File: config.mk
export PLATFORM = sky130hd
export DESIGN_NAME = hid_keyboard_report_diff
export DESIGN_NICKNAME = d
export VERILOG_FILES = /design/src/rtl/core/hkrd_pkg.sv /design/src/rtl/core/hkrd_lane.sv /design/src/rtl/core/hkrd_merge.sv /design/src/rtl/core/hid_keyboard_report_diff.sv
export SDC_FILE = /design/constraint.sdc
export NUM_CORES = 1
export LEC_CHECK = 0
export BUFFER_PORTS_ARGS = -buffer_cell sky130_fd_sc_hd__buf_2
export CORE_UTILIZATION = 36
export DETAILED_ROUTE_END_ITERATION = 6
export PLACE_DENSITY = 0.64
export SLEW_MARGIN = 20
export SYNTH_ARGS = -nofsm -noshare
export SYNTH_HDL_FRONTEND = slang
export SYNTH_SLANG_ARGS = --single-unit
export TNS_END_PERCENT = 50
File: constraint.sdc
create_clock -name clk -period 7.5 [get_ports clk]
set_input_delay 1.875 -clock clk [delete_from_list [all_inputs] [get_ports clk]]
set_output_delay 1.875 -clock clk [all_outputs]
set_load 0.02 [all_outputs]
File: src/rtl/core/hkrd_pkg.sv
// hkrd_pkg: shared constants, types and helpers for the keyboard report diff block
// no dependencies; imported by every module under rtl/core
`timescale 1ns / 1ps

package hkrd_pkg;

  localparam int unsigned KEY_SLOTS_DEF = 6;   // slots kept between reports
  localparam int unsigned INPUT_SLOTS   = 6;   // key slots carried by a boot report
  localparam int unsigned CODE_W        = 8;
  localparam int unsigned LEN_W         = 7;
  localparam int unsigned MOD_W         = 8;

  localparam logic [LEN_W-1:0] MIN_REPORT_LEN = 7'd8;

  localparam logic [MOD_W-1:0] SHIFT_MASK = 8'h22;
  localparam logic [MOD_W-1:0] CTRL_MASK  = 8'h11;
  localparam logic [MOD_W-1:0] ALT_MASK   = 8'h44;
  localparam logic [MOD_W-1:0] META_MASK  = 8'h88;

  // held-modifier flags that ride along with every event of a report
  typedef struct packed {
    logic shift;
    logic ctrl;
    logic alt;
    logic meta;
  } mods_t;

  function automatic mods_t decode_mods(input logic [MOD_W-1:0] bits);
    mods_t m;
    m.shift = |(bits & SHIFT_MASK);
    m.ctrl  = |(bits & CTRL_MASK);
    m.alt   = |(bits & ALT_MASK);
    m.meta  = |(bits & META_MASK);
    return m;
  endfunction

endpackage

File: src/rtl/core/hkrd_lane.sv
// hkrd_lane: one compare lane, flags a nonzero key code missing from a slot set
// depends on hkrd_pkg
`timescale 1ns / 1ps

module hkrd_lane #(
  parameter int unsigned KEY_SLOTS = hkrd_pkg::KEY_SLOTS_DEF
) (
  input  logic [hkrd_pkg::CODE_W-1:0]                code,
  input  logic [KEY_SLOTS-1:0][hkrd_pkg::CODE_W-1:0] other_set,
  output logic                                       changed
);
  import hkrd_pkg::*;

  logic [KEY_SLOTS-1:0] hit;

  always_comb begin
    for (int j = 0; j < KEY_SLOTS; j++) begin
      hit[j] = (other_set[j] == code);
    end
  end

  // empty slot never produces an event
  assign changed = (code != '0) && !(|hit);

endmodule

File: src/rtl/core/hkrd_merge.sv
// hkrd_merge: holds a report's lane results, emits one beat a cycle if not stalled
// depends on hkrd_pkg
`timescale 1ns / 1ps

module hkrd_merge #(
  parameter int unsigned KEY_SLOTS = hkrd_pkg::KEY_SLOTS_DEF
) (
  input  logic                                         clk,
  input  logic                                         rst_n,
  input  logic                                         load,
  input  logic [2*KEY_SLOTS-1:0]                       load_mask,
  input  logic [2*KEY_SLOTS-1:0][hkrd_pkg::CODE_W-1:0] load_codes,
  input  hkrd_pkg::mods_t                              load_mods,
  output logic                                         busy,
  output logic                                         out_valid,
  input  logic                                         out_stall,
  output logic [hkrd_pkg::CODE_W-1:0]                  out_usage_code,
  output logic                                         out_is_press,
  output logic                                         out_shift_held,
  output logic                                         out_ctrl_held,
  output logic                                         out_alt_held,
  output logic                                         out_meta_held,
  output logic                                         out_last_of_run
);
  import hkrd_pkg::*;

  localparam int unsigned EV = 2 * KEY_SLOTS;

  logic [EV-1:0]             mask_r, mask_nxt;
  logic [EV-1:0][CODE_W-1:0] codes_r;
  mods_t                     mods_r;

  logic                      out_valid_r, out_valid_nxt;
  logic [CODE_W-1:0]         code_r;
  logic                      press_r;
  logic                      last_r;

  logic                      out_free;
  logic                      pop;
  logic [EV-1:0]             low;
  logic [EV-1:0]             mask_left;
  logic [CODE_W-1:0]         sel_code;

  assign out_free  = !out_valid_r || !out_stall;
  assign pop       = out_free && (|mask_r);
  // lowest pending event: releases sit in the low half, presses in the high half
  assign low       = mask_r & (~mask_r + EV'(1));
  assign mask_left = pop ? (mask_r & ~low) : mask_r;
  assign busy      = |mask_left;
  assign mask_nxt  = load ? load_mask : mask_left;

  always_comb begin
    sel_code = '0;
    for (int i = 0; i < EV; i++) begin
      sel_code = sel_code | (low[i] ? codes_r[i] : '0);
    end
  end

  always_comb begin
    out_valid_nxt = out_valid_r;
    if (pop) begin
      out_valid_nxt = 1'b1;
    end else if (!out_stall) begin
      out_valid_nxt = 1'b0;
    end
  end

  always_ff @(posedge clk) begin
    if (!rst_n) begin
      mask_r      <= '0;
      out_valid_r <= 1'b0;
    end else begin
      mask_r      <= mask_nxt;
      out_valid_r <= out_valid_nxt;
    end
  end

  always_ff @(posedge clk) begin
    if (load) begin
      codes_r <= load_codes;
      mods_r  <= load_mods;
    end
    if (pop) begin
      code_r  <= sel_code;
      press_r <= |low[EV-1:KEY_SLOTS];
      last_r  <= !(|mask_left);
      out_shift_held <= mods_r.shift;
      out_ctrl_held  <= mods_r.ctrl;
      out_alt_held   <= mods_r.alt;
      out_meta_held  <= mods_r.meta;
    end
  end

  assign out_valid       = out_valid_r;
  assign out_usage_code  = code_r;
  assign out_is_press    = press_r;
  assign out_last_of_run = last_r;

endmodule

File: src/rtl/core/hid_keyboard_report_diff.sv
// hid_keyboard_report_diff: top level, boot keyboard report in, key press/release beats out
// depends on hkrd_pkg, hkrd_lane, hkrd_merge
`timescale 1ns / 1ps

// channel   dir  handshake              payload
// in_*      in   in_valid / in_stall    len_bytes, modifier_bits, key_slot_0..5
// out_*     out  out_valid / out_stall  usage_code, is_press, four held flags, last_of_run
//
// a report is compared against the stored slots in the cycle it is accepted
// one event beat leaves per cycle while out_stall is low; a report yields at most
// 2 * KEY_SLOTS event beats, drained from the event mask by the single output register
// short reports (length below 8) and reports with no change yield no event beats
// synchronous active-low reset clears the stored slots and all valid state
// out_stall holds the output beat; the next report waits only while events are pending

module hid_keyboard_report_diff #(
  parameter int unsigned KEY_SLOTS = hkrd_pkg::KEY_SLOTS_DEF  // 1 .. 16
) (
  input  logic                                 clk,
  input  logic                                 rst_n,

  input  logic                                 in_valid,
  output logic                                 in_stall,
  input  logic [hkrd_pkg::LEN_W-1:0]           in_len_bytes,
  input  logic [hkrd_pkg::MOD_W-1:0]           in_modifier_bits,
  input  logic [hkrd_pkg::CODE_W-1:0]          in_key_slot_0,
  input  logic [hkrd_pkg::CODE_W-1:0]          in_key_slot_1,
  input  logic [hkrd_pkg::CODE_W-1:0]          in_key_slot_2,
  input  logic [hkrd_pkg::CODE_W-1:0]          in_key_slot_3,
  input  logic [hkrd_pkg::CODE_W-1:0]          in_key_slot_4,
  input  logic [hkrd_pkg::CODE_W-1:0]          in_key_slot_5,

  output logic                                 out_valid,
  input  logic                                 out_stall,
  output logic [hkrd_pkg::CODE_W-1:0]          out_usage_code,
  output logic                                 out_is_press,
  output logic                                 out_shift_held,
  output logic                                 out_ctrl_held,
  output logic                                 out_alt_held,
  output logic                                 out_meta_held,
  output logic                                 out_last_of_run
);
  import hkrd_pkg::*;

  localparam int unsigned EV = 2 * KEY_SLOTS;

  // slots of the last full-length report, the only state kept between reports
  logic [KEY_SLOTS-1:0][CODE_W-1:0]   prev_r, prev_nxt;

  logic [INPUT_SLOTS-1:0][CODE_W-1:0] in_slots;
  logic [KEY_SLOTS-1:0][CODE_W-1:0]   now_slots;
  logic [EV-1:0]                      ev_mask;
  logic [EV-1:0][CODE_W-1:0]          ev_codes;
  logic                               in_accept;
  logic                               long_report;
  logic                               load;
  logic                               busy;

  assign in_slots = {in_key_slot_5, in_key_slot_4, in_key_slot_3,
                     in_key_slot_2, in_key_slot_1, in_key_slot_0};

  // slots past the six in a boot report read as empty; extra input slots drop
  for (genvar i = 0; i < KEY_SLOTS; i++) begin : g_now
    if (i < INPUT_SLOTS) begin : g_in
      assign now_slots[i] = in_slots[i];
    end else begin : g_pad
      assign now_slots[i] = '0;
    end
  end

  // release lanes: each stored key looked up in the new slots
  // press lanes: each new key looked up in the stored slots
  for (genvar i = 0; i < KEY_SLOTS; i++) begin : g_lane
    hkrd_lane #(.KEY_SLOTS(KEY_SLOTS)) u_rel (
      .code      (prev_r[i]),
      .other_set (now_slots),
      .changed   (ev_mask[i])
    );
    hkrd_lane #(.KEY_SLOTS(KEY_SLOTS)) u_prs (
      .code      (now_slots[i]),
      .other_set (prev_r),
      .changed   (ev_mask[KEY_SLOTS + i])
    );
    assign ev_codes[i]             = prev_r[i];
    assign ev_codes[KEY_SLOTS + i] = now_slots[i];
  end

  // a new report is taken once the pending event mask drains this cycle
  assign in_stall    = busy;
  assign in_accept   = in_valid && !in_stall;
  assign long_report = (in_len_bytes >= MIN_REPORT_LEN);
  assign load        = in_accept && long_report;
  assign prev_nxt    = load ? now_slots : prev_r;

  always_ff @(posedge clk) begin
    if (!rst_n) begin
      prev_r <= '0;
    end else begin
      prev_r <= prev_nxt;
    end
  end

  hkrd_merge #(.KEY_SLOTS(KEY_SLOTS)) u_merge (
    .clk             (clk),
    .rst_n           (rst_n),
    .load            (load),
    .load_mask       (ev_mask),
    .load_codes      (ev_codes),
    .load_mods       (decode_mods(in_modifier_bits)),
    .busy            (busy),
    .out_valid       (out_valid),
    .out_stall       (out_stall),
    .out_usage_code  (out_usage_code),
    .out_is_press    (out_is_press),
    .out_shift_held  (out_shift_held),
    .out_ctrl_held   (out_ctrl_held),
    .out_alt_held    (out_alt_held),
    .out_meta_held   (out_meta_held),
    .out_last_of_run (out_last_of_run)
  );

  // short report leaves the stored slots alone
  a_short_keeps_slots : assert property (@(posedge clk) disable iff (!rst_n)
    (in_accept && !long_report) |=> $stable(prev_r))
    else $error("short report changed stored slots");

  // a run does not end early: after a taken beat that is not last, another follows
  a_run_continues : assert property (@(posedge clk) disable iff (!rst_n)
    (out_valid && !out_stall && !out_last_of_run) |=> out_valid)
    else $error("event run ended without last_of_run");

  // presses come after all releases of the same report
  a_press_after_release : assert property (@(posedge clk) disable iff (!rst_n)
    (out_valid && !out_stall && out_is_press && !out_last_of_run) |=> out_is_press)
    else $error("release beat followed a press beat in one run");

endmodule
* Word-level counts from Yosys, hierarchy flattened
Cells that the tools add are included.
** Word-level totals
- Bits in registers :: 175
- Input bits :: 67
- Output and inout bits :: 16
- Word-level logic and storage cells :: 199
** Operators by class
- Add/sub/neg operators :: 1
- Magnitude comparators :: 1
- Eq/ne operators :: 73
- Multiplexer cells :: 16
- Bitwise gates (word level) :: 15
- Reductions and logical operators :: 62
** Operator list (number)
- == test 8 bit :: 72
- two-way mux 8 bit :: 12
- nonzero test 8 bit :: 12
- bitwise OR 8 bit :: 11
- OR reduction 6 bit :: 13
- bitwise AND 12 bit :: 2
- two-way mux 12 bit :: 2
- inverter 12 bit :: 2
- OR reduction 12 bit :: 2
- logical AND 1 bit :: 15
- logical NOT 1 bit :: 15
- adder 12 x 1 -> 12 bit, second input constant :: 1
- OR reduction 2 bit :: 4
- >= comparator 7 x 4 -> 1 bit, second input constant :: 1
- two-way mux 1 bit :: 2
- inequality test 2 x 1 -> 1 bit, second input constant :: 1
- logical OR 1 bit :: 1

* Logic depth before layout (Yosys ltp)
Gate-level depths: netlist of the first run.
- Word-level depth :: 15
- Depth in mapped cells :: 9
- Gate-level depth less buffers :: 6

* By module
A second synthesis of the first run with hierarchy kept.
** Second synthesis, totals
- Cells, all modules :: 1426
- Area total of the unflattened synthesis :: 14626.5 µm²
** By module, submodules not included
- hkrd_lane :: instances 12, cells each 77, area an instance 655.6 µm², seq. area each 0.0 µm²
- hkrd_merge :: instances 1, cells each 288, area an instance 4833.4 µm², seq. area each 3683.5 µm²
- hid_keyboard_report_diff :: instances 1, cells each 214, area an instance 1925.6 µm², seq. area each 960.9 µm²

* Worst setup path after synthesis of the first run
Ideal clock, no wire load.
- Path kind :: input to register
- Start point :: input out_stall
- End point :: register prev_r, in the netlist ev_codes[40]
- Setup time :: 287 ps
- Arrival :: 6643 ps
- Data required time :: 7213 ps
- Slack :: 570 ps
- Stages on the path :: 6
- Buffers on the path :: 1
- Path through :: a2111o_1 > a2111oi_0 > o22ai_1 > nor4_4 > clkbuf_1 > o21ai_0
** On the way
- Cells in the longest elaborated chain, start to end :: 8
** Ends and longest elaborated chain
- start, declared :: RTL line hid_keyboard_report_diff.sv:34 : input logic out_stall,
- logical NOT 1 bit :: RTL line hkrd_merge.sv:44 : assign out_free = !out_valid_r || !out_stall;
- logical OR 1 bit :: RTL line hkrd_merge.sv:44
- logical AND 1 bit :: RTL line hkrd_merge.sv:45 : assign pop = out_free && (|mask_r);
- two-way mux 12 bit :: RTL line hkrd_merge.sv:48 : assign mask_left = pop ? (mask_r & ~low) : mask_r;
- OR reduction 12 bit :: RTL line hkrd_merge.sv:49 : assign busy = |mask_left;
- logical NOT 1 bit :: RTL line hid_keyboard_report_diff.sv:90 : assign in_accept = in_valid && !in_stall;
- logical AND 1 bit :: RTL line hid_keyboard_report_diff.sv:90
- logical AND 1 bit :: RTL line hid_keyboard_report_diff.sv:92 : assign load = in_accept && long_report;
- named net load :: RTL line hid_keyboard_report_diff.sv:56 : logic load;
- end signal, assigned :: RTL line hid_keyboard_report_diff.sv:99 : prev_r <= prev_nxt;
- end, declared :: RTL line hid_keyboard_report_diff.sv:48 : logic [KEY_SLOTS-1:0][CODE_W-1:0] prev_r, prev_nxt;
The timed path passes the listed nets, and every way through them passes these cells.
A chain may end at the register's enable or synchronous reset.

* Worst setup path after layout of the first run
- Start point :: input out_stall
- End point :: output in_stall
** On the way
- Cells in the longest elaborated chain, start to end :: 5
** Ends and longest elaborated chain
- logical NOT 1 bit :: RTL line hkrd_merge.sv:44
- logical OR 1 bit :: RTL line hkrd_merge.sv:44
- logical AND 1 bit :: RTL line hkrd_merge.sv:45
- two-way mux 12 bit :: RTL line hkrd_merge.sv:48
- OR reduction 12 bit :: RTL line hkrd_merge.sv:49
- end, declared :: RTL line hid_keyboard_report_diff.sv:23 : output logic in_stall,
No other way between the ends.

==> flow_summary.ini, run 1 <==
[clock_tree]
clk_latency_ps = 440
clk_pin_slew_worst_paths_ps = 80
cts_sinks = 175
cts-buffers-inserted = 17
clockBufferDepth = 2
cts_resized = 0
ctsHoldBuffers = 0
cts_tree = done
clock-root-buffer = clkbuf_16
cts_setup_buffers = 0
htreeDepth = 4

[setup_path]
crit_top_cell = buf_2
max_stage_delay_ps = 480
cp.required_ps = 5620
path_class = in -> out
crit_chain = buf_2 > a2111o_1 > a2111oi_0 > o22ai_1 > or2_2 > nor2_1 > inv_1 > buf_2
arrival_ps = 3970
cp-start-kind = input port
crit_fanout = 5
cpMaxStageDelayCell = a2111oi_0
cp-end-kind = primary output

[route]
drt-vias-per-instance = 5.84
routed-via-count = 8435
antenna_left = 0
dr.pass1.iters = 5
dr.first_iter.drc_count = 1263
finalWirelength_um = 32900
routedWlPerCell_um = 22.8
drc = 0

[sta]
relSlewSlack_pct = 29.3
finClkSkew_ps = 10.2
fmax_ghz = 0.171
drv_slew = 0
hold_viol = 0
setup_violations = 0
fin_crit_sh_pct = 78.0
min_period_ps = 5850
rsz0062_at_grt = false
worst_slew_pin_slew_ps = 1060
fin_setup_tns_ps = 0

[cells_and_area]
nets = 1121
num_antenna_cells = 0
final_area_mm2 = 0.0114
layout-drive-gt1-share_pct = 12.5
area_growth_pct = 9.54
final_util_pct = 40.6

[logic_synthesis]
yosys.cell_types.count = 52
yosys_warnings = 0
synth_flop_cell = edfxtp_1
synth.cell_area_mm2 = 0.0104
synth_nets = 1157
syn_area_per_cell_um2 = 9.57
synth_edf_count = 114
synth-async-reset-ratio_pct = 0
synth_cells = 1090
ys_seq_elements = 175
synth-seq-area-share_pct = 44.5

[placed_design]
portBuffers = 79
dp_hpwl_um = 22400
gp_congestion = 0.989
dpl_cell_area_mm2 = 0.0108

[global_routing]
overflow = 0
grt_pass1_vias = 7823
grt_max_degree = 200
antenna_found_initial = 1
grt_pass1_wl_um = 49000
grt.total_usage_pct = 22.7

[pwr]
leakage_nw = 4.05
p_total_mw = 4.95
irDropWorstVdd_mv = 0.270
p_per_area_mw_per_mm2 = 433

[floorplan]
row_count = 61
ioPinCount = 83
initial_core_util_pct = 37.0
die_w_um = 172
coreArea_mm2 = 0.0282
chipHeight_um = 172
dieArea_mm2 = 0.0296

[job]
drv_cap = 0

[hold_path]
holdCritPathClass = reg -> reg

[outcome]
status = completed
-- cell usage in the layout, fill, tap and decap left out, drive strengths merged, types with 35 or more instances in the layout --
master,Yosys,layout
buf,23,83
edfxtp,114,114
nor4,67,67
nor2,35,35
xnor2,137,137
xor2,152,152
nand4,46,46
dfxtp,61,61
nand3,49,49
nand2,92,92
o21ai,64,64
-- area by class of cell --
cell class	instances	area, um^2
Multi-Input combinational cell	775	5260
Clock inverter	15	176
Clock buffer	17	425
Tap cell	378	473
Timing Repair Buffer	83	440
Fill cell	2680	16700
Sequential cell	175	4640
Inverter	2	7.51
-- final timing paths --
kind,cells after the start,start,slack [ps],endpoint
worst max-delay path,8,out_stall,1650,in_stall
worst max register to register,7,u_merge.mask_r[0]$_SDFF_PN0_,3540,u_merge.mask_r[1]$_SDFF_PN0_
worst min-delay path,0,u_merge.mods_r[1]$_DFFE_PP_,430,u_merge.out_alt_held$_DFFE_PN_
worst min register to register,0,u_merge.mods_r[1]$_DFFE_PP_,430,u_merge.out_alt_held$_DFFE_PN_
-- worst max-delay path: cells and delay by family --
family                 cells  cell delay, ps
AO/OA/AOI/OAI              3            1200
AND/OR/NAND/NOR            2             580
buffers and inverters      3             310
-- cell usage after synthesis, types with 2 or more instances --
| master | n | area (um^2) |
|---|---|---|
| or3_1 | 2 | 12.5 |
| nor4b_1 | 5 | 43.8 |
| o21ai_1 | 7 | 35.0 |
| o41ai_1 | 3 | 26.3 |
| nand3_1 | 49 | 245 |
| a21oi_1 | 34 | 170 |
| a211o_1 | 2 | 17.5 |
| or2_2 | 7 | 43.8 |
| buf_1 | 21 | 78.8 |
| inv_1 | 2 | 7.51 |
| buf_2 | 2 | 10.0 |
| nand2_1 | 92 | 345 |
| dfxtp_1 | 61 | 1220 |
| o21ai_0 | 57 | 285 |
| xnor2_1 | 137 | 1200 |
| edfxtp_1 | 114 | 3420 |
| clkbuf_1 | 115 | 432 |
| nor2_1 | 35 | 131 |
| nand4_1 | 46 | 288 |
| xor2_1 | 152 | 1330 |
| a22oi_1 | 24 | 180 |
| and3_1 | 2 | 12.5 |
| or4_1 | 3 | 22.5 |
| a31o_2 | 9 | 78.8 |
| a211oi_1 | 2 | 15.0 |
| nor3b_1 | 2 | 15.0 |
| nor2b_1 | 3 | 18.8 |
| nor4_1 | 66 | 413 |
| a22o_1 | 8 | 70.1 |
| and2_1 | 2 | 12.5 |
| o311a_1 | 5 | 50.1 |
-- through the flow --
stage	setup slack [ps]	hold WS, ps	cells
2_1_floorplan	570	400	1090
3_3_place_gp	1680	401	1413
3_5_place_dp	1690	409	1413
4_1_cts	1670	428	1445
5_1_grt	1520	436	1445
6_report	1650	426	1445
-- power by group --
part | internal (mW) | leakage, nW | switching (mW)
clock network | 0.453 | 0.296 | 0.443
registers | 1.63 | 1.59 | 0.690
logic | 0.747 | 2.17 | 0.984
-- flip-flops by register name, summed over array words and instances (netlist names) --
register                 cells
u_merge.out_shift_held       1
u_merge.out_last_of_run      1
u_merge.out_alt_held         1
u_merge.out_ctrl_held        1
u_merge.mask_r              12
ev_codes                    48
u_merge.out_meta_held        1
u_merge.codes_r             96
u_merge.mods_r               4
u_merge.out_usage_code       8
u_merge.out_is_press         1
u_merge.out_valid            1
-- metal layers --
layer | routed length (um) | vias up | GRT usage (%)
met5 | 0 | - | 0
met4 | 1820 | 0 | 13.9
met3 | 3490 | 110 | 5.29
met2 | 14800 | 544 | 34.8
met1 | 12900 | 4015 | 29.0
li1 | - | 3766 | -
-- cells by family (layout without fill, tap and decap cells) --
kind of cell,Yosys count,count (layout),share of synthesized area [%]
simple gates,320,320,15.9
buf+inv,140,117,5.06
compound gates,165,165,10.1
xor+xnor,289,289,24.3
fa+ha+maj,1,1,0.108
flops,175,175,44.5
Note: power is estimated with default switching activity, not from simulation.
==> inputs of run 2 (changes only) <==
--- a/config.mk
+++ b/config.mk
@@ -5,6 +5,7 @@
 export SDC_FILE = /design/constraint.sdc
 export NUM_CORES = 1
 export LEC_CHECK = 0
+export ABC_AREA = 1
 export BUFFER_PORTS_ARGS = -buffer_cell sky130_fd_sc_hd__buf_2
 export CORE_UTILIZATION = 36
 export DETAILED_ROUTE_END_ITERATION = 6
==> constraint.sdc (replaced) <==
create_clock -name clk -period 5.9 [get_ports clk]
set_input_delay 1.475 -clock clk [delete_from_list [all_inputs] [get_ports clk]]
set_output_delay 1.475 -clock clk [all_outputs]
set_load 0.02 [all_outputs]
==> run 2 against run 1 <==
- the flow now finishes with violations (design-rule violations)
- first-iteration DRC count shrank 10%
- critical path depth unchanged
- global-route usage increased by 2.8 points
- final area is 8.3% higher
- register-to-register slack worse by 1400 ps
- via count increased by 22%
- wire length rose by 25%
- non-clock buffer count up 3
- critical endpoint unchanged
- largest cell class unchanged
==> flow_summary.ini, run 2 <==
[clock_tree]
cts_sinks = 175
cts-buffers-inserted = 17
cts_setup_buffers = 0
cts_tree = done
cts_resized = 0
clk_latency_ps = 460
clockBufferDepth = 2
htreeDepth = 4
clk_pin_slew_worst_paths_ps = 80
ctsHoldBuffers = 0
clock-root-buffer = clkbuf_16

[logic_synthesis]
synth_top_area_cell = edfxtp_1
synth_most_common_cell = nand2_1
synth_common_cells = 366 x nand2_1, 213 x nor2_1, 120 x xor2_1
ys_seq_elements = 175
synth_flop_cell = edfxtp_1
synth-seq-area-share_pct = 40.8
yosys_warnings = 0
synth.cell_area_mm2 = 0.0114
syn_area_per_cell_um2 = 7.59
synth_edf_count = 114
yosys.area.top_type_share_pct = 30.1
synth.area.top_cells = edfxtp_1 30%, nand2_1 12%, dfxtp_1 11%, xor2_1 9.2%, nor2_1 7.0%
yosys.cell_types.count = 38
synth_nets = 1565
synth-async-reset-ratio_pct = 0
synth_cells = 1498

[pwr]
p_per_area_mw_per_mm2 = 480
swShare_pct = 44.9
clkPwrFrac_pct = 19.5
p_int_mw = 3.27
irDropWorstVdd_mv = 0.220
power_frac_comb_pct = 40.4
p_total_mw = 5.94
pwr-share-seq_pct = 40.1
p_switching_mw = 2.67
leakage_nw = 5.31

[route]
antenna_left = 0
dr.pass1.iters = 7
drt-vias-per-instance = 5.44
routedWlPerCell_um = 21.9
routed-via-count = 10252
dr.first_iter.drc_count = 1131
finalWirelength_um = 41200
drc = 6

[global_routing]
grt_pass1_vias = 9291
grt_pass1_wl_um = 60900
grt.total_usage_pct = 25.6
antenna_found_initial = 0
grt_max_degree = 70
overflow = 0

[sta]
fmax_ghz = 0.223
hold_slack_ps = 424
min_period_ps = 4480
drv_slew = 0
hold_viol = 0
worst_slew_pin_slew_ps = 1120
rsz0062_at_grt = false
relSlewSlack_pct = 24.8
fin_setup_tns_ps = 0
fin_ws_ps = 1420
setup_violations = 0
finClkSkew_ps = 14.3
fin_crit_sh_pct = 76.0

[floorplan]
ioPinCount = 83
chipHeight_um = 180
coreArea_mm2 = 0.0308
initial_core_util_pct = 36.9
die_w_um = 180
row_count = 64
dieArea_mm2 = 0.0323

[setup_path]
startpoint = out_stall
cp-end-kind = primary output
arrival_ps = 3010
path_class = in -> out
cp-start-kind = input port
rr_startpoint = u_merge.mask_r[0]$_SDFF_PN0_
cp.required_ps = 4430
crit_fanout = 14

[cells_and_area]
final_util_pct = 40.1
num_antenna_cells = 0
final_cells = 1883
layout-drive-gt1-share_pct = 9.89
area_growth_pct = 8.72
regMostFlops = u_merge.codes_r
mostFrequentLayoutCells = 366 x nand2_1, 212 x nor2_1, 120 x xor2_1
final_area_mm2 = 0.0124
largest_reg_flops = 96
layout_commonest_cell = nand2_1
nets = 1541

[placed_design]
post-place-cells = 1851
dp_hpwl_um = 30500
dpl_cell_area_mm2 = 0.0118
gp_congestion = 0.967
place_ws_ps = 1410
portBuffers = 79

[job]
drv_cap = 0

[outcome]
status = finished with violations
failed_checks = design-rule violations

[hold_path]
holdCritPathClass = reg -> reg
holdCritStartpoint = u_merge.mods_r[2]$_DFFE_PP_
run 2: kinds of logic after synthesis:
logic type	count (synthesis)	share of synthesized area [%]
DFF	175	40.8
and+or+nand+nor	813	31.7
buffers and inverters	247	9.03
xor gates and xnor gates	174	13.4
AOI/OAI and AO/OA	89	5.10
run 2: final cells by class:
cell class	count	area [um^2]
Clock buffer	17	425
Clock inverter	15	169
Fill cell	3146	18500
Inverter	118	443
Multi-Input combinational cell	1076	5720
Sequential cell	175	4640
Tap cell	396	495
Timing Repair Buffer	86	473
run 2: layer usage:
metal	GRT usage, %	vias to the layer above	wire, um
met5	0	-	0
met4	8.03	0	952
met3	3.20	55	2860
met2	39.4	440	18300
met1	37.0	4902	19100
li1	-	4855	-
run 2: final timing paths:
path / endpoint / slack [ps] / cells past startpoint
setup reg to reg: u_merge.mask_r[1]$_SDFF_PN0_ / 2180 / 13
setup / recovery: in_stall / 1420 / 8
hold reg to reg: u_merge.out_ctrl_held$_DFFE_PN_ / 420 / 0
hold / removal: u_merge.out_ctrl_held$_DFFE_PN_ / 420 / 0
run 2: critical path, cell delays in order:
cell and delay [ps]:
buf_2 90, nand2_1 380, nand2_1 260, o21ai_0 310, nand2_2 110, nor2_4 120
nand3_4 90, buf_2 170
run 2: power by group through the flow:
stage | registers, mW | clock network (mW) | logic, mW
floorplan | 2.18 | 0 | 1.85
global placement | 2.38 | 0 | 2.32
detailed placement | 2.40 | 0 | 2.35
CTS | 2.37 | 1.17 | 2.36
global route | 2.44 | 1.21 | 2.62
finish | 2.38 | 1.16 | 2.40
==> inputs of run 3 (changes only) <==
--- a/config.mk
+++ b/config.mk
@@ -9,7 +9,7 @@
 export BUFFER_PORTS_ARGS = -buffer_cell sky130_fd_sc_hd__buf_2
 export CORE_UTILIZATION = 36
 export DETAILED_ROUTE_END_ITERATION = 6
-export PLACE_DENSITY = 0.64
+export PLACE_DENSITY = 0.66
 export SLEW_MARGIN = 20
 export SYNTH_ARGS = -nofsm -noshare
 export SYNTH_HDL_FRONTEND = slang
==> constraint.sdc (replaced) <==
create_clock -name clk -period 4 [get_ports clk]
set_input_delay 1 -clock clk [delete_from_list [all_inputs] [get_ports clk]]
set_output_delay 1 -clock clk [all_outputs]
set_load 0.02 [all_outputs]
==> run 3 against run 2 <==
- the run still ends with design-rule violations left
- largest power group unchanged
- wire length up 1.6%
- final area up 0.48%
- clock power up 47%
- via count up 1.2%
- combinational power up 50%
- global-route usage up 0.13 points
- power up 49%
- utilization up 0.19 points
- die area unchanged
- non-clock buffer count up 7
- critical path type is now reg -> out
- first-iteration DRC count up 9.0%
==> flow_summary.ini, run 3 (synthesis gave the netlist of run 2 again) <==
[cells_and_area]
largest_reg_flops = 96
layout-drive-gt1-share_pct = 10.2
multi_input_area_mm2 = 0.00572
seqCellArea_mm2 = 0.00464
regMostFlops = u_merge.codes_r
nets = 1548
layout_commonest_cell = nand2_1
final_util_pct = 40.3
fillers = 3111
mostFrequentLayoutCells = 366 x nand2_1, 213 x nor2_1, 120 x xor2_1
num_antenna_cells = 0
area_growth_pct = 9.24

[job]
drv_cap = 0

[placed_design]
gp_congestion = 0.981
portBuffers = 79
dp_hpwl_um = 31400

[global_routing]
grt_max_degree = 81
grt_pass1_vias = 9521
grt_pass1_wl_um = 61500
antenna_found_initial = 0
grt.total_usage_pct = 25.7
overflow = 0

[floorplan]
dieArea_mm2 = 0.0323
ioPinCount = 83
chipHeight_um = 180
coreArea_mm2 = 0.0308
initial_core_util_pct = 36.9
die_w_um = 180
row_count = 64

[setup_path]
r2r_end = u_merge.mask_r[3]$_SDFF_PN0_
reg2reg_depth = 14
path_class = reg -> out
rr_startpoint = u_merge.mask_r[1]$_SDFF_PN0_
startpoint = u_merge.mask_r[5]$_SDFF_PN0_
crit_fanout = 11
cp-start-kind = flop
cp-end-kind = primary output
r2r_setup_slack_ps = 1210
cp.required_ps = 3000
arrival_ps = 2340

[clock_tree]
ctsHoldBuffers = 0
clk_latency_ps = 440
cts_tree = done
cts-buffers-inserted = 17
htreeDepth = 4
clock-root-buffer = clkbuf_16
clk_pin_slew_worst_paths_ps = 80
cts_setup_buffers = 0
clockBufferDepth = 2
cts_sinks = 175
cts_resized = 0

[route]
drt-vias-per-instance = 5.49
routedWlPerCell_um = 22.2
drc = 3
dr.first_iter.drc_count = 1233
finalWirelength_um = 41900
dr.pass1.iters = 7
routed-via-count = 10371
antenna_left = 0

[sta]
worst_slew_pin_slew_ps = 1160
fin_setup_tns_ps = 0
fin_crit_sh_pct = 83.5
min_period_ps = 3340
setup_violations = 0
fmax_ghz = 0.299
hold_viol = 0
rsz0062_at_grt = false
finClkSkew_ps = 10.1
relSlewSlack_pct = 22.5
drv_slew = 0

[hold_path]
hold_end = u_merge.out_shift_held$_DFFE_PN_
holdPathStages = 0
holdCritPathClass = reg -> reg
holdCritStartpoint = u_merge.mods_r[3]$_DFFE_PP_

[pwr]
p_per_area_mw_per_mm2 = 710
leakage_nw = 5.35
irDropWorstVdd_mv = 0.384
p_total_mw = 8.82

[outcome]
status = finished with violations
failed_checks = design-rule violations
[run 3: worst max-delay path by stage]
stage | end | slack [ps] | cells after the start
CTS | in_stall | 620 | 11
global placement | in_stall | 770 | 8
finish | in_stall | 660 | 11
detailed placement | in_stall | 750 | 8
global route | in_stall | 470 | 11
floorplan | u_merge.codes_r[0]$_DFFE_PP_ | 810 | 9
[run 3: cell type report]
type                    count  area share, %
flip-flops and latches    175           37.4
repair buffers             93           4.23
well taps                 396           3.99
multi-input cells        1076           46.0
clock inverters            15           1.43
clock buffers              17           3.42
inverters                 118           3.56
[run 3: critical path, stage by stage, from the launching register on]
cell	delay, ps
dfxtp_1	310
buf_4	190
nor2_1	80
nand2_1	100
nor2_4	60
nand2_2	190
nand2_1	210
o21ai_0	290
nand2_2	100
nor2_4	110
nand3_4	90
buf_2	170
[run 3: per-stage QoR]
stage	hold slack, ps	cells	setup WS (ps)	cell area [um^2]
after floorplan	400	1498	815	11400
after global placement	401	1858	770	11800
after detailed placement	410	1858	745	11800
after CTS	428	1890	622	12400
after global routing	441	1890	475	12400
final	425	1890	659	12400
[run 3: where the power goes]
part	internal, mW	switching, mW
Sequential	2.89	0.612
Clock	0.894	0.818
Combinational	1.12	2.48
Total	4.91	3.91
[run 3: routing by layer]
metal | vias up | GRT usage, % | wire length, um
li1 | 4868 | - | -
met2 | 522 | 38.9 | 18200
met5 | - | 0 | 0
met3 | 78 | 4.15 | 3300
met4 | 0 | 9.79 | 1420
met1 | 4903 | 36.6 | 19000
